### src/hw/rtl/salc_ram.sv
// Generic single-write, single-read synchronous RAM with registered read data.
module salc_ram #(
    parameter int WIDTH = 8,
    parameter int DEPTH = 16
) (
    input  logic                             clk,
    input  logic                             we,
    input  logic [$clog2(DEPTH > 1 ? DEPTH : 2)-1:0] waddr,
    input  logic [WIDTH-1:0]                 wdata,
    input  logic [$clog2(DEPTH > 1 ? DEPTH : 2)-1:0] raddr,
    output logic [WIDTH-1:0]                 rdata
);

    logic [WIDTH-1:0] mem [DEPTH];

    always_ff @(posedge clk)
    begin
        if (we)
        begin
            mem[waddr] <= wdata;
        end
        rdata <= mem[raddr];
    end

endmodule

### config.mk
export PLATFORM = sky130hd
export DESIGN_NAME = salc_ram
export DESIGN_NICKNAME = d
export VERILOG_FILES = /design/src/hw/rtl/salc_ram.sv
export SDC_FILE = /design/constraint.sdc
export NUM_CORES = 1
export LEC_CHECK = 0
export BUFFER_PORTS_ARGS = -buffer_cell sky130_fd_sc_hd__clkbuf_2
export CORE_ASPECT_RATIO = 0.9
export CORE_UTILIZATION = 68
export CTS_BUF_LIST = sky130_fd_sc_hd__clkbuf_4
export DETAILED_ROUTE_END_ITERATION = 10
export HOLD_SLACK_MARGIN = 0.06
export PLACE_DENSITY = 0.89
export REMOVE_ABC_BUFFERS = 1
export SETUP_SLACK_MARGIN = 0.5
export SYNTH_ARGS = -nofsm -noshare
export SYNTH_HDL_FRONTEND = slang
export SYNTH_SLANG_ARGS = --single-unit
### constraint.sdc
create_clock -name clk -period 3.6 [get_ports clk]
set_input_delay 0.18 -clock clk [delete_from_list [all_inputs] [get_ports clk]]
set_output_delay 0.18 -clock clk [all_outputs]
set_load 0.05 [all_outputs]
== Word level (Yosys, flattened, before mapping) ==
Memories as Yosys holds them, arrays and structs flattened. A register that Yosys moved wholly into a read port is not among the register bits.
Cells that the tools add are included.

* Bits in registers: 0
* Bits in writable memories: 128
* Input port bits: 18
* Output and inout port bits: 8
* Memories kept: 1

{| class="wikitable"
|+ Memories
! name !! words !! bits a word !! rd ports !! clocked after Yosys merged registers in !! wr ports !! RTL line !! RTL
|-
| mem || 16 || 8 || 1 || 1 || 1 || 14 || <nowiki>logic [WIDTH-1:0] mem [DEPTH];</nowiki>
|}

* Multiplexer cells: 2

{| class="wikitable"
|+ Operator list
! cell !! count
|-
| 1-bit two-way mux || 2
|}

== Logic depth before layout (Yosys ltp) ==
* Depth in word-level cells: 2
* Mapped depth: 5
* Depth with buffers taken out: 3

== Least setup slack after synthesis ==
No wires, ideal clock.

* Path kind: input-to-reg
* Start point: input port waddr[2] (netlist bit)
* End point: memory mem[0][0], enable pin
* Data arrival time: 1.290 ns
* Required time: 3.217 ns
* Slack: 1.927 ns
* Stages: 2
* Buffers on the path: 0
* Cells stage by stage: or3b_2 > nor3_1

{| class="wikitable"
|+ RTL lines
! element !! RTL line !! RTL
|-
| start, declared || 8 || <nowiki>input logic [$clog2(DEPTH > 1 ? DEPTH : 2)-1:0] waddr,</nowiki>
|-
| end, declared || 14 ||
|}

Straight into the memory's write port.

== Worst setup path after layout ==
* Start point: input port waddr[2] (netlist bit)
* End point: memory mem[0][0], enable pin

Straight into the memory's write port.

==> flow_summary.json <==
{
  "path_buf_inv": 1,
  "power_density_nw_per_um2": 508,
  "p_total_mw": 2.86,
  "htreeDepth": 4,
  "antenna_found_initial": 0,
  "layout.nets": 288,
  "stdcell_count": 376,
  "cts_tree": "built",
  "slew_violations": 0,
  "slowest_stage": "nor3_1",
  "placedCellCount": 339,
  "ys_ff_latch": 136,
  "numPortBuffers": 25,
  "die_w_um": 93.7,
  "place_hpwl_um": 5980,
  "critPathMaxFanout": 8,
  "r2r-end": "rdata[3]",
  "grt_overflow": 0,
  "ys_seq_area_share_pct": 77.8,
  "cts_made_buffers": 17,
  "grt_max_degree": 33,
  "track_usage_pct": 28.1,
  "vias": 2448,
  "row_count": 29,
  "fin_area_sq_um": 5620,
  "place_area_sq_um": 5330,
  "clk_latency_ps": 530,
  "ios": 26,
  "clkTransAtPathRegs_ps": 110,
  "syn2layout_area_growth_pct": 9.24,
  "leakagePower_nw": 1.88,
  "period_minus_slack_ps": 1600,
  "yosys-top-cells-area": "edfxtp_1, mux4_2, mux4_1, dfxtp_1, a22oi_1",
  "synth_top_area_share_pct": 74.7,
  "hold-worst-slack_ps": 99.5,
  "hold_end": "mem[6][6]",
  "cp_top_family": "simple AND/OR/NAND/NOR gates",
  "endpoint_kind": "register",
  "post_cts_buffers": 0,
  "place.gp.congestion": 0.730,
  "vdd_drop_max_uv": 377,
  "status": "finished, final reports clean",
  "yosysWarnings": 0,
  "finalWirelength_um": 9580,
  "tns_ps": 0,
  "hold_violations": 0,
  "cts_hold_buffers": 5,
  "cts_resized": 0,
  "grt_pass1_vias": 2494,
  "whs_path_depth": 1,
  "final_core_util_pct": 78.3,
  "dr.pass1.iters": 5,
  "ys_types": 19,
  "synth_top_cell_by_area": "edfxtp_1",
  "finalSetupViolCount": 0,
  "layout_setup_ws_ps": 2000,
  "max_cap_violations": 0,
  "vias_per_cell": 6.51,
  "worstMarginPinSlew_ps": 1220,
  "rsz0062_at_grt": "no",
  "path_cells": "clkbuf_2 > or3b_2 > nor3_1",
  "cts-root-buf": "clkbuf_4",
  "clock_sinks": 136,
  "reg2reg_slack_ps": 2210,
  "syn_inst": 229,
  "startpoint_type": "primary input",
  "crit_type": "primary input to register",
  "die_y_um": 84.5,
  "drive_gt1_share_pct": 27.6,
  "fin_skew_ps": 20.5,
  "crit_arrival_ps": 1740,
  "reg2reg_from": "mem[5][3]",
  "grt_pass1_wl_um": 14500,
  "max_stage_delay_ps": 940,
  "hold_class": "primary input to register",
  "rr_worst_depth": 3,
  "hp-start": "wdata[6]",
  "initial_core_util_pct": 71.6,
  "timing.final.crit_share_pct": 44.4,
  "cp.required_ps": 3740,
  "fillers": 366,
  "core_area_sq_um": 7180,
  "clockBufferDepth": 2,
  "max_freq_ghz": 0.626,
  "relSlewSlack_pct": 18.4,
  "synthesis.area_sq_um": 5150,
  "pre_cts_slack_ps": 1490,
  "dieArea_sq_um": 7920,
  "syn_area_per_cell_sq_um": 22.5,
  "wl_per_cell_um": 25.5,
  "ant_nets": 0,
  "post-route-drc-count": 0,
  "dr.first_iter.drc_count": 267,
  "diodes": 0
}
-- kinds of logic (layout without fill, tap and decap cells) --
| group | after synthesis | in the layout | share of synthesized area [%] |
|---|---|---|---|
| mux | 32 | 32 | 15.0 |
| simple gates | 35 | 35 | 3.18 |
| buf+inv | 10 | 64 | 1.68 |
| compound gates | 16 | 16 | 2.33 |
| flops | 136 | 136 | 77.8 |
-- layout by cell type, fill, tap and decap left out --
cell type,Yosys,final
a22oi_1,16,16
and2_1,1,1
and2b_1,1,1
buf_4,1,2
bufinv_16,0,1
clkbuf_2,0,25
clkbuf_4,0,25
clkinv_1,0,2
clkinv_2,0,4
dfxtp_1,8,8
dlygate4sd3_1,0,5
edfxtp_1,128,128
mux4_1,14,14
mux4_2,18,18
nand2_1,9,9
nand2b_1,2,2
nand3_1,1,1
nand3b_1,2,2
nor2_1,13,13
nor2b_1,1,1
nor3_1,4,2
nor3_2,0,2
or3b_2,1,1
-- worst reg2reg max path: cells and delay by family (launching register included) --
family           cells  cell delay, ps
AO/OA/AOI/OAI        1             210
flip-flops           1             410
multiplexers         1             590
AND/OR/NAND/NOR      1              90
-- power by group --
group          switching (mW)  internal, mW  total [mW]
clock network           0.487         0.396       0.883
registers              0.0111          1.77        1.78
logic                   0.127        0.0672       0.194
-- per-layer routing --
layer  GRT usage (%)  share of wire (%)  routed length (um)  vias to the layer above
li1                -                  -                   -                     1063
met1            39.5                 40                3870                     1200
met2            39.9                 46                4450                      160
met3            10.7                 10                 980                       25
met4            13.3                2.9                 279                        0
met5               0                  0                   0                        -
-- flip-flops by register name, summed over array words and instances, names as in the netlist --
register / flops
mem: 128
rdata: 8
-- cells in the mapped netlist --
master / number
buf_6: 3
nand2b_1: 2
nand2_1: 9
or3b_2: 1
buf_4: 1
nand3b_1: 2
nand3_1: 1
and2b_1: 1
edfxtp_1: 128
nor2_1: 13
buf_2: 3
dfxtp_1: 8
nor2b_1: 1
mux4_1: 14
clkdlybuf4s25_2: 3
nor3_1: 4
and2_1: 1
mux4_2: 18
a22oi_1: 16
-- area by class of cell --
| type | instances | area (sq um) | share of cell area (%) |
|---|---|---|---|
| flip-flops and latches | 136 | 4000 | 71.2 |
| multi-input cells | 83 | 1070 | 19.0 |
| repair buffers | 32 | 190 | 3.38 |
| clock buffers | 25 | 188 | 3.34 |
| well taps | 93 | 116 | 2.07 |
| clock inverters | 7 | 57.6 | 1.02 |
-- how the worst max path moves through the flow --
stage | startpoint | endpoint | slack (ps) | cells after the start
after floorplan | waddr[2] | mem[0][0] | 1930 | 2
after global placement | raddr[0] | rdata[3] | 1530 | 5
after detailed placement | raddr[0] | rdata[3] | 1490 | 5
after CTS | waddr[2] | mem[0][2] | 2040 | 3
after global routing | waddr[2] | mem[0][2] | 1910 | 3
final | waddr[2] | mem[0][0] | 2000 | 3
Note: power is estimated with default switching activity, not from simulation.
